<file path="config.mk">
export PLATFORM = sky130hd
export DESIGN_NAME = drtm_rank
export DESIGN_NICKNAME = d
export VERILOG_FILES = /design/src/rtl/drtm_pkg.sv /design/src/rtl/drtm_rank.sv
export SDC_FILE = /design/constraint.sdc
export NUM_CORES = 1
export LEC_CHECK = 0
export ABC_AREA = 1
export BUFFER_PORTS_ARGS = -buffer_cell sky130_fd_sc_hd__buf_2
export CORE_MARGIN = 2
export CORE_UTILIZATION = 50
export DETAILED_ROUTE_END_ITERATION = 8
export HOLD_SLACK_MARGIN = 0.03
export PLACE_DENSITY = 0.8
export REMOVE_ABC_BUFFERS = 1
export SYNTH_ARGS = -nofsm -noshare
export SYNTH_HDL_FRONTEND = slang
export SYNTH_SLANG_ARGS = --single-unit
</file>
<file path="constraint.sdc">
create_clock -name clk -period 11.21 [get_ports clk]
set_input_delay 1.121 -clock clk [delete_from_list [all_inputs] [get_ports clk]]
set_output_delay 1.121 -clock clk [all_outputs]
set_load 0.02 [all_outputs]
</file>
<file path="src/rtl/drtm_pkg.sv">
// shared constants, types and opcodes of the descriptor ratio-test matcher
// no dependencies; used by the interfaces, the lane, the ranking stage and the top level
`default_nettype none

package drtm_pkg;

  localparam int MAX_REFS  = 256;
  localparam int CELLS     = 16;
  localparam int COMP_W    = 16;
  localparam int LANES     = 4;

  localparam int CELL_W    = 4;
  localparam int LANE_W    = $clog2(LANES);
  localparam int ROWS      = MAX_REFS / LANES;
  localparam int ROW_W     = $clog2(ROWS);
  localparam int REF_IDX_W = ROW_W + LANE_W;
  localparam int REF_CNT_W = REF_IDX_W + 1;
  localparam int CADDR_W   = ROW_W + CELL_W;

  // distances are kept in Q2.28 up to the 3.0 sentinel
  localparam int ACC_W     = 2 * COMP_W - 2;
  localparam int SQ_W      = 2 * COMP_W;
  localparam int SUM_W     = 2 * COMP_W + 3;
  localparam logic [ACC_W-1:0] SENTINEL = ACC_W'(3) << (2 * COMP_W - 4);

  localparam int RATIO_W   = 16;
  localparam logic [RATIO_W-1:0] RATIO_RESET = 16'd42598;
  localparam int PADDR_W   = 3;

  localparam logic [1:0] OP_CLEAR = 2'd0;
  localparam logic [1:0] OP_LOAD  = 2'd1;
  localparam logic [1:0] OP_QUERY = 2'd2;

  typedef logic [3:0][COMP_W-1:0] cell_t;

  typedef struct packed {
    logic                we;
    logic                sign_we;
    logic [ROW_W-1:0]    row;
    logic [CELL_W-1:0]   cell_no;
    cell_t               data;
    logic                sign;
  } lane_load_t;

  typedef struct packed {
    logic                first;
    logic                last;
    logic [CELL_W-1:0]   cell_no;
    cell_t               comps;
  } query_ctl_t;

  typedef struct packed {
    logic                vld;
    logic                sign;
    logic [ACC_W-1:0]    distance;
  } lane_res_t;

endpackage

`default_nettype wire

</file>
<file path="src/rtl/drtm_rank.sv">
// merging stage: folds the lane results of one row, in slot order, into the
// best and second-best distances and the best slot; uses drtm_pkg
`default_nettype none

module drtm_rank (
  input  wire logic                      clk,
  input  wire logic                      start,
  input  wire logic                      qsign,
  input  wire logic [drtm_pkg::ROW_W-1:0] row,
  input  wire drtm_pkg::lane_res_t       res [drtm_pkg::LANES],
  output logic [drtm_pkg::ACC_W-1:0]     d1,
  output logic [drtm_pkg::ACC_W-1:0]     d2,
  output logic [drtm_pkg::REF_IDX_W-1:0] pos,
  output logic                           found
);
  import drtm_pkg::*;

  logic [ACC_W-1:0]     d1_next;
  logic [ACC_W-1:0]     d2_next;
  logic [REF_IDX_W-1:0] pos_next;
  logic                 found_next;

  always_comb begin
    d1_next    = d1;
    d2_next    = d2;
    pos_next   = pos;
    found_next = found;
    for (int l = 0; l < LANES; l++) begin
      if (res[l].vld && res[l].sign == qsign) begin
        if (res[l].distance < d2_next) begin
          d2_next = res[l].distance;
        end
        if (d1_next > res[l].distance) begin
          pos_next   = {row, LANE_W'(l)};
          found_next = 1'b1;
          d2_next    = d1_next;
          d1_next    = res[l].distance;
        end
      end
    end
  end

  always_ff @(posedge clk) begin
    if (start) begin
      d1    <= SENTINEL;
      d2    <= SENTINEL;
      pos   <= '0;
      found <= 1'b0;
    end else begin
      d1    <= d1_next;
      d2    <= d2_next;
      pos   <= pos_next;
      found <= found_next;
    end
  end

endmodule

`default_nettype wire

</file>
# --- Word-level counts from Yosys, hierarchy flattened ---
# Index checks and enable logic that the tools add are counted.
word_totals:
  mem_count: 0
  mem_bits_ro: 0
  latchBits: 0
  out_inout_bits: 69
  in_bits: 137
  ram_bits: 0
  regBits: 69
classes:
  order_cmp: 8
  add_sub_neg: 0
  shifts: 0
  n_eq_ne: 4
  n_reduce_logical: 4
  n_mux: 36
  div_mod_pow: 0
  n_mul: 0
  n_bitwise: 0
op_table:
  columns: ["cell", "count"]
  rows:
  - ["$mux W30", 20]
  - ["$gt A30 B30 Y1", 4]
  - ["$lt A30 B30 Y1", 4]
  - ["$mux W8", 8]
  - ["$mux W1", 8]
  - ["$eq A1 B1 Y1", 4]
  - ["$logic_and A1 B1 Y1", 4]

# --- Logic depth before layout (Yosys ltp) ---
# Gate-level depths: netlist of run 1.
depth:
  word_depth: 16
  ltp_mapped: 69
  depth_no_buf: 61

# --- Least setup slack after synthesis of run 1 ---
# Ideal clock, no wire load.
synth_timing:
  path_kind: "input port to flip-flop"
  start: "in res[109] (netlist name)"
  end: "reg d1[1] (netlist name)"
  path_stages: 60
  path_buffers: 10
  setup_slack_ns: 1.422
  t_arrival_ns: 9.672
  path_cell_list: "inv_1 > ha_1 > nand2_1 > nor2_1 > inv_1 > nor2_1 > nand2_1 > nand2_1 > nand2_1 > nand2_1 > nand2_2 > nor2_1 > clkbuf_1 > inv_1 > clkbuf_1 > clkbuf_1 > o21ai_0 > ha_1 > [... 24 more ...] > clkbuf_1 > clkbuf_1 > o21ai_0 > inv_1 > ha_1 > nand2_1 > nor4_1 > nand2_1 > o2111ai_1 > a21oi_1 > o221ai_1 > nand2_1 > nor2_1 > clkbuf_1 > clkbuf_1 > nand2_1 > o211ai_1 > inv_1"
synth_via:
  elab_chain_len: 12
synth_lines:
  columns: ["item", "line_no", "source"]
  rows:
  - ["start: declaration", "drtm_rank.sv:10", "input wire drtm_pkg::lane_res_t res [drtm_pkg::LANES],"]
  - ["$gt A30 B30 Y1", "drtm_rank.sv:33", "if (d1_next > res[l].distance) begin"]
  - ["$mux W30 (*)", "drtm_rank.sv:33", null]
  - ["$mux W30 (*)", "drtm_rank.sv:29", "if (res[l].vld && res[l].sign == qsign) begin"]
  - ["$gt A30 B30 Y1", "drtm_rank.sv:33", null]
  - ["$mux W30", "drtm_rank.sv:33", null]
  - ["$mux W30 (*)", "drtm_rank.sv:29", null]
  - ["$gt A30 B30 Y1", "drtm_rank.sv:33", null]
  - ["$mux W30", "drtm_rank.sv:33", null]
  - ["$mux W30 (*)", "drtm_rank.sv:29", null]
  - ["$gt A30 B30 Y1", "drtm_rank.sv:33", null]
  - ["$mux W30", "drtm_rank.sv:33", null]
  - ["$mux W30 (*)", "drtm_rank.sv:29", null]
  - ["end signal: assignment", "drtm_rank.sv:50", "d1 <= d1_next;"]
  - ["end: declaration", "drtm_rank.sv:11", "output logic [drtm_pkg::ACC_W-1:0] d1,"]
# Every way passes the cells marked *; elsewhere a longest branch is shown, timed or not.
# A chain may end at the register's enable or synchronous reset.

# --- Worst setup path in the final report of run 1 ---
layout_timing:
  start: "in res[101] (netlist name)"
  end: "reg d2[2] (netlist name)"
layout_via:
  elab_chain_len: 16
  word_cells_on_any_way: 26
  classes_between: "8 x order compare; 18 x mux"
layout_lines:
  columns: ["item", "line_no", "source"]
  rows:
  - ["$lt A30 B30 Y1", "drtm_rank.sv:30", "if (res[l].distance < d2_next) begin"]
  - ["$mux W30", "drtm_rank.sv:30", null]
  - ["$mux W30", "drtm_rank.sv:33", null]
  - ["$mux W30", "drtm_rank.sv:29", null]
  - ["$lt A30 B30 Y1", "drtm_rank.sv:30", null]
  - ["$mux W30", "drtm_rank.sv:30", null]
  - ["$mux W30", "drtm_rank.sv:33", null]
  - ["$mux W30", "drtm_rank.sv:29", null]
  - ["$lt A30 B30 Y1", "drtm_rank.sv:30", null]
  - ["$mux W30", "drtm_rank.sv:30", null]
  - ["$mux W30", "drtm_rank.sv:33", null]
  - ["$mux W30", "drtm_rank.sv:29", null]
  - ["$lt A30 B30 Y1", "drtm_rank.sv:30", null]
  - ["$mux W30", "drtm_rank.sv:30", null]
  - ["$mux W30", "drtm_rank.sv:33", null]
  - ["$mux W30 (*)", "drtm_rank.sv:29", null]
  - ["end signal: assignment", "drtm_rank.sv:51", "d2 <= d2_next;"]
  - ["end: declaration", "drtm_rank.sv:12", "output logic [drtm_pkg::ACC_W-1:0] d2,"]
# Marks and branches as above.

==> results of run 1 <==
-- critical path, delay by kind of cell --
family / cells / cell delay [ns]
AOI/OAI and AO/OA: 14 / 2.93
and+or+nand+nor: 21 / 2.93
buffers and inverters: 12 / 2.51
adders and majority gates: 4 / 1.30
-- power by group through the flow --
| stage | clock network [mW] | registers (mW) | logic, mW |
|---|---|---|---|
| 2_1_floorplan | 0 | 0.469 | 1.36 |
| 3_3_place_gp | 0 | 0.461 | 2.09 |
| 3_5_place_dp | 0 | 0.461 | 2.12 |
| 4_1_cts | 0.361 | 0.455 | 2.14 |
| 5_1_grt | 0.372 | 0.468 | 2.47 |
| 6_report | 0.362 | 0.468 | 2.22 |
-- worst paths after layout --
kind | end | slack [ns] | cells past startpoint
max | d2[2] | 0.63 | 51
min | found | 0.45 | 2
max reg2reg | d2[2] | 1.13 | 49
min reg2reg | found | 0.45 | 2
-- layer usage --
metal | track usage, % | vias to the layer above | share of wire, %
met5 | 0 | - | 0
li1 | - | 7299 | -
met2 | 55.2 | 973 | 40
met1 | 58.7 | 6846 | 46
met4 | 8.85 | 0 | 2.4
met3 | 6.26 | 83 | 12
-- per-stage QoR --
stage,power [mW],cell area (sq um),util [%]
final,3.05,14300,58.4
after global routing,3.31,14300,58.4
after CTS,2.95,14200,58.1
after detailed placement,2.58,13900,56.6
after global placement,2.55,13900,56.6
after floorplan,1.82,12200,-
-- synthesized netlist by cell type (all sizes together), types with 2 or more instances --
library cell	instances	area, sq um
a211oi	12	90.1
a21o	4	30.0
a21oi	160	808
a221oi	4	35.0
a22oi	7	52.6
a2bb2oi	3	26.3
a31oi	17	106
buf	18	98.9
clkbuf	73	274
clkinv	4	15.0
dfxtp	69	1380
ha	236	2950
inv	378	1420
mux2i	3	30.0
nand2	504	1910
nand3	48	245
nand3b	3	22.5
nand4	36	225
nor2	126	478
nor3	15	80.1
nor4	6	37.5
nor4b	2	17.5
o2111ai	2	17.5
o211ai	74	556
o21a	4	30.0
o21ai	203	1020
o21bai	10	75.1
o221a	3	33.8
o221ai	20	175
o22ai	25	156
or2	11	68.8
-- kinds of logic (layout without fill, tap and decap cells) --
| logic type | Yosys count | in the layout | share of synthesized area [%] |
|---|---|---|---|
| compound gates | 553 | 553 | 25.9 |
| xor+xnor | 1 | 1 | 0.0699 |
| fa+ha+maj | 236 | 236 | 23.6 |
| buf+inv | 473 | 635 | 14.4 |
| flops | 69 | 69 | 11.0 |
| mux | 3 | 3 | 0.240 |
| simple gates | 754 | 754 | 24.8 |
-- sequential cells by signal, indices dropped and copies added, names as in the netlist --
name / flops
d2: 30
d1: 30
pos: 8
found: 1
-- final cells by class --
cell class,count,area [sq um],share of cell area [%]
clock inverter,6,136,0.955
inverter,382,1440,10.1
sequential,69,1380,9.67
multi-input combinational,1547,9410,65.8
timing repair buffer,238,1290,9.00
tap,324,405,2.84
clock buffer,9,225,1.58
-- what timing repair did --
action | CTS | global route
setup endpoints to repair | 0 | 68
buffers inserted | 0 | 3
gates resized for setup | 0 | 13
hold buffers | 0 | 0
-- cells in the final DEF, fill, tap and decap left out, types with 10 or more instances in the layout --
| cell | n |
|---|---|
| sky130_fd_sc_hd__a31oi_1 | 17 |
| sky130_fd_sc_hd__inv_1 | 375 |
| sky130_fd_sc_hd__nand2_1 | 497 |
| sky130_fd_sc_hd__nand4_1 | 36 |
| sky130_fd_sc_hd__dfxtp_1 | 69 |
| sky130_fd_sc_hd__a21oi_1 | 157 |
| sky130_fd_sc_hd__o221ai_1 | 20 |
| sky130_fd_sc_hd__buf_4 | 32 |
| sky130_fd_sc_hd__nand3_1 | 47 |
| sky130_fd_sc_hd__o21bai_1 | 10 |
| sky130_fd_sc_hd__o21ai_0 | 200 |
| sky130_fd_sc_hd__o22ai_1 | 25 |
| sky130_fd_sc_hd__o211ai_1 | 74 |
| sky130_fd_sc_hd__buf_2 | 205 |
| sky130_fd_sc_hd__nor2_1 | 119 |
| sky130_fd_sc_hd__ha_1 | 236 |
| sky130_fd_sc_hd__or2_2 | 11 |
| sky130_fd_sc_hd__a211oi_1 | 11 |
| sky130_fd_sc_hd__nor3_1 | 14 |
==> run metrics, run 1 <==
count of cell types in the netlist=51; Root Buffer Master=sky130_fd_sc_hd__clkbuf_16; first element of the critical path=res[101]; maximum number of pins on one net before global-route repair=56; post-layout worst setup margin=0.632 ns; placement row count=57; Worst Setup Slack post-DPL=0.0939 ns; period utilisation layout=94.4%; type of element launching the critical path=input port; remaining antenna violation count=0; CTS HTree Levels=3; combined global-route utilization of all metal layers=38.3%; Worst-Skew Late Latency=0.35 ns; critical path capture point type=flip-flop; count of unresolved DRC violations after routing=0; fraction of final layout cells with drive strength greater than 1=13.0%; min-delay src=found; final antenna diode count=0; CP max FO=45; clock group share of total power=11.9%; design internal power=1.29 mW; CTS tree=yes; Switching Power=1.76 mW; detailed-router iteration count before antenna repair=6; number of flops mapped to enable cells by yosys=0; starting utilization of the core area=51.3%; worst endpoint required time=11.50 ns; final-layout fill cell count=2457; crit path time final=10.58 ns; Post-Place Cells=2557; worst hold margin=0.451 ns; Core Area=24500 sq um; top-level port count=206; CTS clock-pin slew for the worst setup and hold paths=0.07 ns; global-route wire length before repair=77.4 mm; delay of the slowest cell on the worst path=0.52 ns; fraction of power consumed by sequential logic=15.4%; Pleak=7.96 nW; signed area change from the synthesized netlist to the final layout=13.9%; post-detail-place hpwl=42.3 mm; number of sinks driven by the clock tree=69; worst IR drop on VDD=146 uV; buffers added on ports=205; transition time of the tightest slew-check pin=1.00 ns; Async S/R FF share, synth=0%; slew margin rel.=32.5%; chip height=162 um; post-synthesis cell count=2089; startpoint-to-endpoint class of the critical path=input port to flip-flop; average wire length per cell after detail routing=20.0 um; switching share of power=57.7%; startpoint of the worst register-to-register path=d1[15]; final setup violation count=0; Layout Cells excl Fill=2575; result of the run=completed; Pwr per Cell Area=213 nW/um^2; initial DRC count=2116; total detailed-routing wirelength=51.6 mm; remaining global-route overflow=0; largest buffer count on any clock path=2; Synthesis Warnings=0; number of max-slew violations in the final report=0; average footprint of a synthesized cell=6.00 sq um; share of total power in combinational logic=72.7%; horizontal die dimension=162 um; Top cell by count, worst path=sky130_fd_sc_hd__nand2_1; FF+latch count, synth=69; sum of negative setup slack=0 ns; Fmax=94.5 MHz; nets@finish=2620; vias after detailed routing=15201; critical-path cell with the highest stage delay=sky130_fd_sc_hd__nor4_1; worst min path class=flip-flop to flip-flop; total clock buffers created by CTS=9; number of failing hold endpoints at the final stage=0; final RePlAce weighted congestion=1.00; data arrival time of the critical path=10.87 ns; Via-to-Cell Ratio=5.90; die footprint=26400 sq um; Clock Skew=0.0105 ns; count of max-cap constraint violations=0; top_reg_cell synth=sky130_fd_sc_hd__dfxtp_1; initial antenna violation count=1; via count of the first global-routing pass=13343; total standard cell area after synthesis=12500 sq um; share of the yosys chip area belonging to registers=11.0%
Note: power is estimated with default switching activity, not from simulation.
==> inputs of run 2 (changes only) <==
--- a/config.mk
+++ b/config.mk
@@ -8,10 +8,10 @@
 export ABC_AREA = 1
 export BUFFER_PORTS_ARGS = -buffer_cell sky130_fd_sc_hd__buf_2
 export CORE_MARGIN = 2
-export CORE_UTILIZATION = 50
+export CORE_UTILIZATION = 25
 export DETAILED_ROUTE_END_ITERATION = 8
 export HOLD_SLACK_MARGIN = 0.03
-export PLACE_DENSITY = 0.8
+export PLACE_DENSITY = 0.5
 export REMOVE_ABC_BUFFERS = 1
 export SYNTH_ARGS = -nofsm -noshare
 export SYNTH_HDL_FRONTEND = slang
==> run 2 against run 1 <==
Net effect:
- first-iteration DRC count is 31% lower
- non-clock buffer count is 15 higher
- register-to-register slack better by 0.13 ns
- clock skew hardly changed
- global-route usage is 17 points lower
- critical endpoint is now d2[15]
- flip-flop and latch count stayed put
- via count is 2.7% lower
- fmax is 1.3% higher
- final area is 3.7% higher
- utilization is 29 points lower
- cell count is 14% higher
- sequential share of layout area is 0.35 points lower
==> run metrics, run 2 (same netlist as run 1, synthesis figures left out) <==
result of the run=completed; number of hold-repair buffers added at the cts stage=0 (unchanged); worst min path class=flip-flop to flip-flop; starting utilization of the core area=25.1% (-26 points); final RePlAce weighted congestion=0.933 (-7.0%); period utilisation layout=93.1% (-1.2 points); startpoint of the worst register-to-register path=d1[25]; most common cell after layout, fill and taps aside=sky130_fd_sc_hd__nand2_1; largest buffer count on any clock path=2 (unchanged); maximum number of pins on one net before global-route repair=56 (unchanged); vias after detailed routing=14790 (-2.7%); Clock Skew=0.0103 ns (-0.000113 ns); buffers added on ports=205 (unchanged); Post-Place Cells=2921 (+14%); Layout Cells excl Fill=2940 (+14%); final core utilization=29.7% (-29 points); slew margin rel.=48.2% (+16 points); transition time of the tightest slew-check pin=0.769 ns (-0.232 ns); CTS clock-pin slew for the worst setup and hold paths=0.07 ns (about the same); via count of the first global-routing pass=14009 (+5.0%); CP max FO=28 (-38%); remaining global-route overflow=0 (unchanged); total detailed-routing wirelength=57.5 mm (+12%); top-level port count=206 (unchanged); count of max-cap constraint violations=0 (unchanged); critical path capture point type=flip-flop; delay of the slowest cell on the worst path=0.63 ns (+0.11 ns); global-route wire length before repair=86.0 mm (+11%); data arrival time of the critical path=10.69 ns (-0.18 ns); worst IR drop on VDD=84.1 uV (-42%); CTS tree=yes; remaining antenna violation count=0 (unchanged); fraction of final layout cells with drive strength greater than 1=13.6% (+0.57 points); R2R setup slack=1.26 ns (+0.13 ns); startpoint-to-endpoint class of the critical path=input port to flip-flop; CTS HTree Levels=3 (unchanged); Hold EP=found; total clock buffers created by CTS=9 (unchanged); Cell Area, Placed=14500 sq um (+4.4%); min-delay src=found; number of sinks driven by the clock tree=69 (unchanged); placement row count=82 (+44%); signed area change from the synthesized netlist to the final layout=18.1%; Pwr per Cell Area=205 nW/um^2 (-3.7%); average wire length per cell after detail routing=19.6 um (-2.3%); type of element launching the critical path=input port; initial antenna violation count=4 (+3); Root Buffer Master=sky130_fd_sc_hd__clkbuf_16; post-detail-place hpwl=48.7 mm (+15%); nets@finish=2635 (+0.57%); die footprint=52000 sq um (+97%); Worst-Skew Late Latency=0.36 ns (about the same); initial DRC count=1465 (-31%); post-layout power=3.04 mW (-0.11%); Pleak=8.03 nW (+0.84%); final-layout fill cell count=5655 (+130%); chip height=228 um (+40%); Core Area=49900 sq um (+100%); Via-to-Cell Ratio=5.03 (-15%); horizontal die dimension=228 um (+40%); path depth of the worst reg2reg path=53 (+8.2%); count of unresolved DRC violations after routing=0 (unchanged); critical-path cell with the highest stage delay=sky130_fd_sc_hd__o21ai_0; Final Instance Area=14800 sq um (+3.7%); capture instance of the worst register-to-register path=d2[15]; top library cells by usage in the layout, fill and taps aside=497 x sky130_fd_sc_hd__nand2_1, 375 x sky130_fd_sc_hd__inv_1, 236 x sky130_fd_sc_hd__ha_1; Fmax=95.8 MHz (+1.3%); Hold Path Cell Cnt=2 (unchanged); detailed-router iteration count before antenna repair=5 (-1); final setup violation count=0 (unchanged); largest registers=d1 x30, d2 x30, pos x8; combined global-route utilization of all metal layers=21.7% (-17 points); worst endpoint required time=11.46 ns (-0.04 ns); number of max-slew violations in the final report=0 (unchanged); Top cell by count, worst path=sky130_fd_sc_hd__nand2_1; crit path time final=10.44 ns (-0.137 ns); number of failing hold endpoints at the final stage=0 (unchanged)
run 2: changes by cell type in the layout (fill, tap and decap cells not counted), moves of 3 or more:
| cell | change |
|---|---|
| sky130_fd_sc_hd__buf_12 | +4 |
| sky130_fd_sc_hd__bufinv_16 | -3 |
| sky130_fd_sc_hd__o21ai_1 | +23 |
| sky130_fd_sc_hd__o21ai_0 | -24 |
| sky130_fd_sc_hd__buf_4 | +10 |
run 2: what timing repair did:
action | in CTS | in global routing
setup endpoints to repair | 0 | 69
resized for setup | 0 | 35
setup buffers | 0 | 2
run 2: area by class of cell:
| type | count | area (sq um) | area share, % |
|---|---|---|---|
| sequential | 69 | 1380 | 9.33 |
| clock inverter | 5 | 60.1 | 0.405 |
| clock buffer | 11 | 243 | 1.64 |
| multi-input combinational | 1547 | 9390 | 63.4 |
| tap | 672 | 841 | 5.68 |
| timing repair buffer | 253 | 1450 | 9.81 |
| antenna | 1 | 2.50 | 0.0169 |
| inverter | 382 | 1440 | 9.75 |
run 2: per-layer routing:
layer	GRT usage, %	share of wire, %	vias to the layer above
met3	2.68	6.4	105
li1	-	-	7358
met2	33.2	43	604
met4	9.42	4.2	6
met5	0	0.071	-
met1	30.4	47	6717
run 2: worst max path at each step:
stage,start,end,depth (start not counted)
6_report,res[121],d2[15],55
5_1_grt,res[121],d2[25],59
4_1_cts,res[121],d2[27],55
3_5_place_dp,res[121],pos[7],55
3_3_place_gp,res[121],d2[27],57
2_1_floorplan,qsign,pos[2],47
run 2: per-stage QoR:
| step | hold slack (ns) | worst slack (ns) | TNS, ns |
|---|---|---|---|
| after floorplan | 0.520 | -4.48 | -263.77 |
| after global routing | 0.489 | -0.0224 | -0.0414 |
| after CTS | 0.456 | 0.230 | 0 |
| final | 0.456 | 0.769 | 0 |
| after global placement | 0.448 | -0.0960 | -1.51 |
| after detailed placement | 0.447 | -0.156 | -3.32 |
run 2: report_power, final:
group / internal (mW) / total, mW / switching [mW]
Combinational: 0.762 / 2.27 / 1.51
Clock: 0.179 / 0.312 / 0.133
Sequential: 0.321 / 0.459 / 0.138
Total: 1.26 / 3.04 / 1.78
run 2: worst max-delay path: cells and delay by family:
kind                     cells  cell delay [ns]
adder cells (fa/ha/maj)      4             1.08
AO/OA/AOI/OAI               14             3.28
AND/OR/NAND/NOR             23             3.04
buffers and inverters       14             2.14
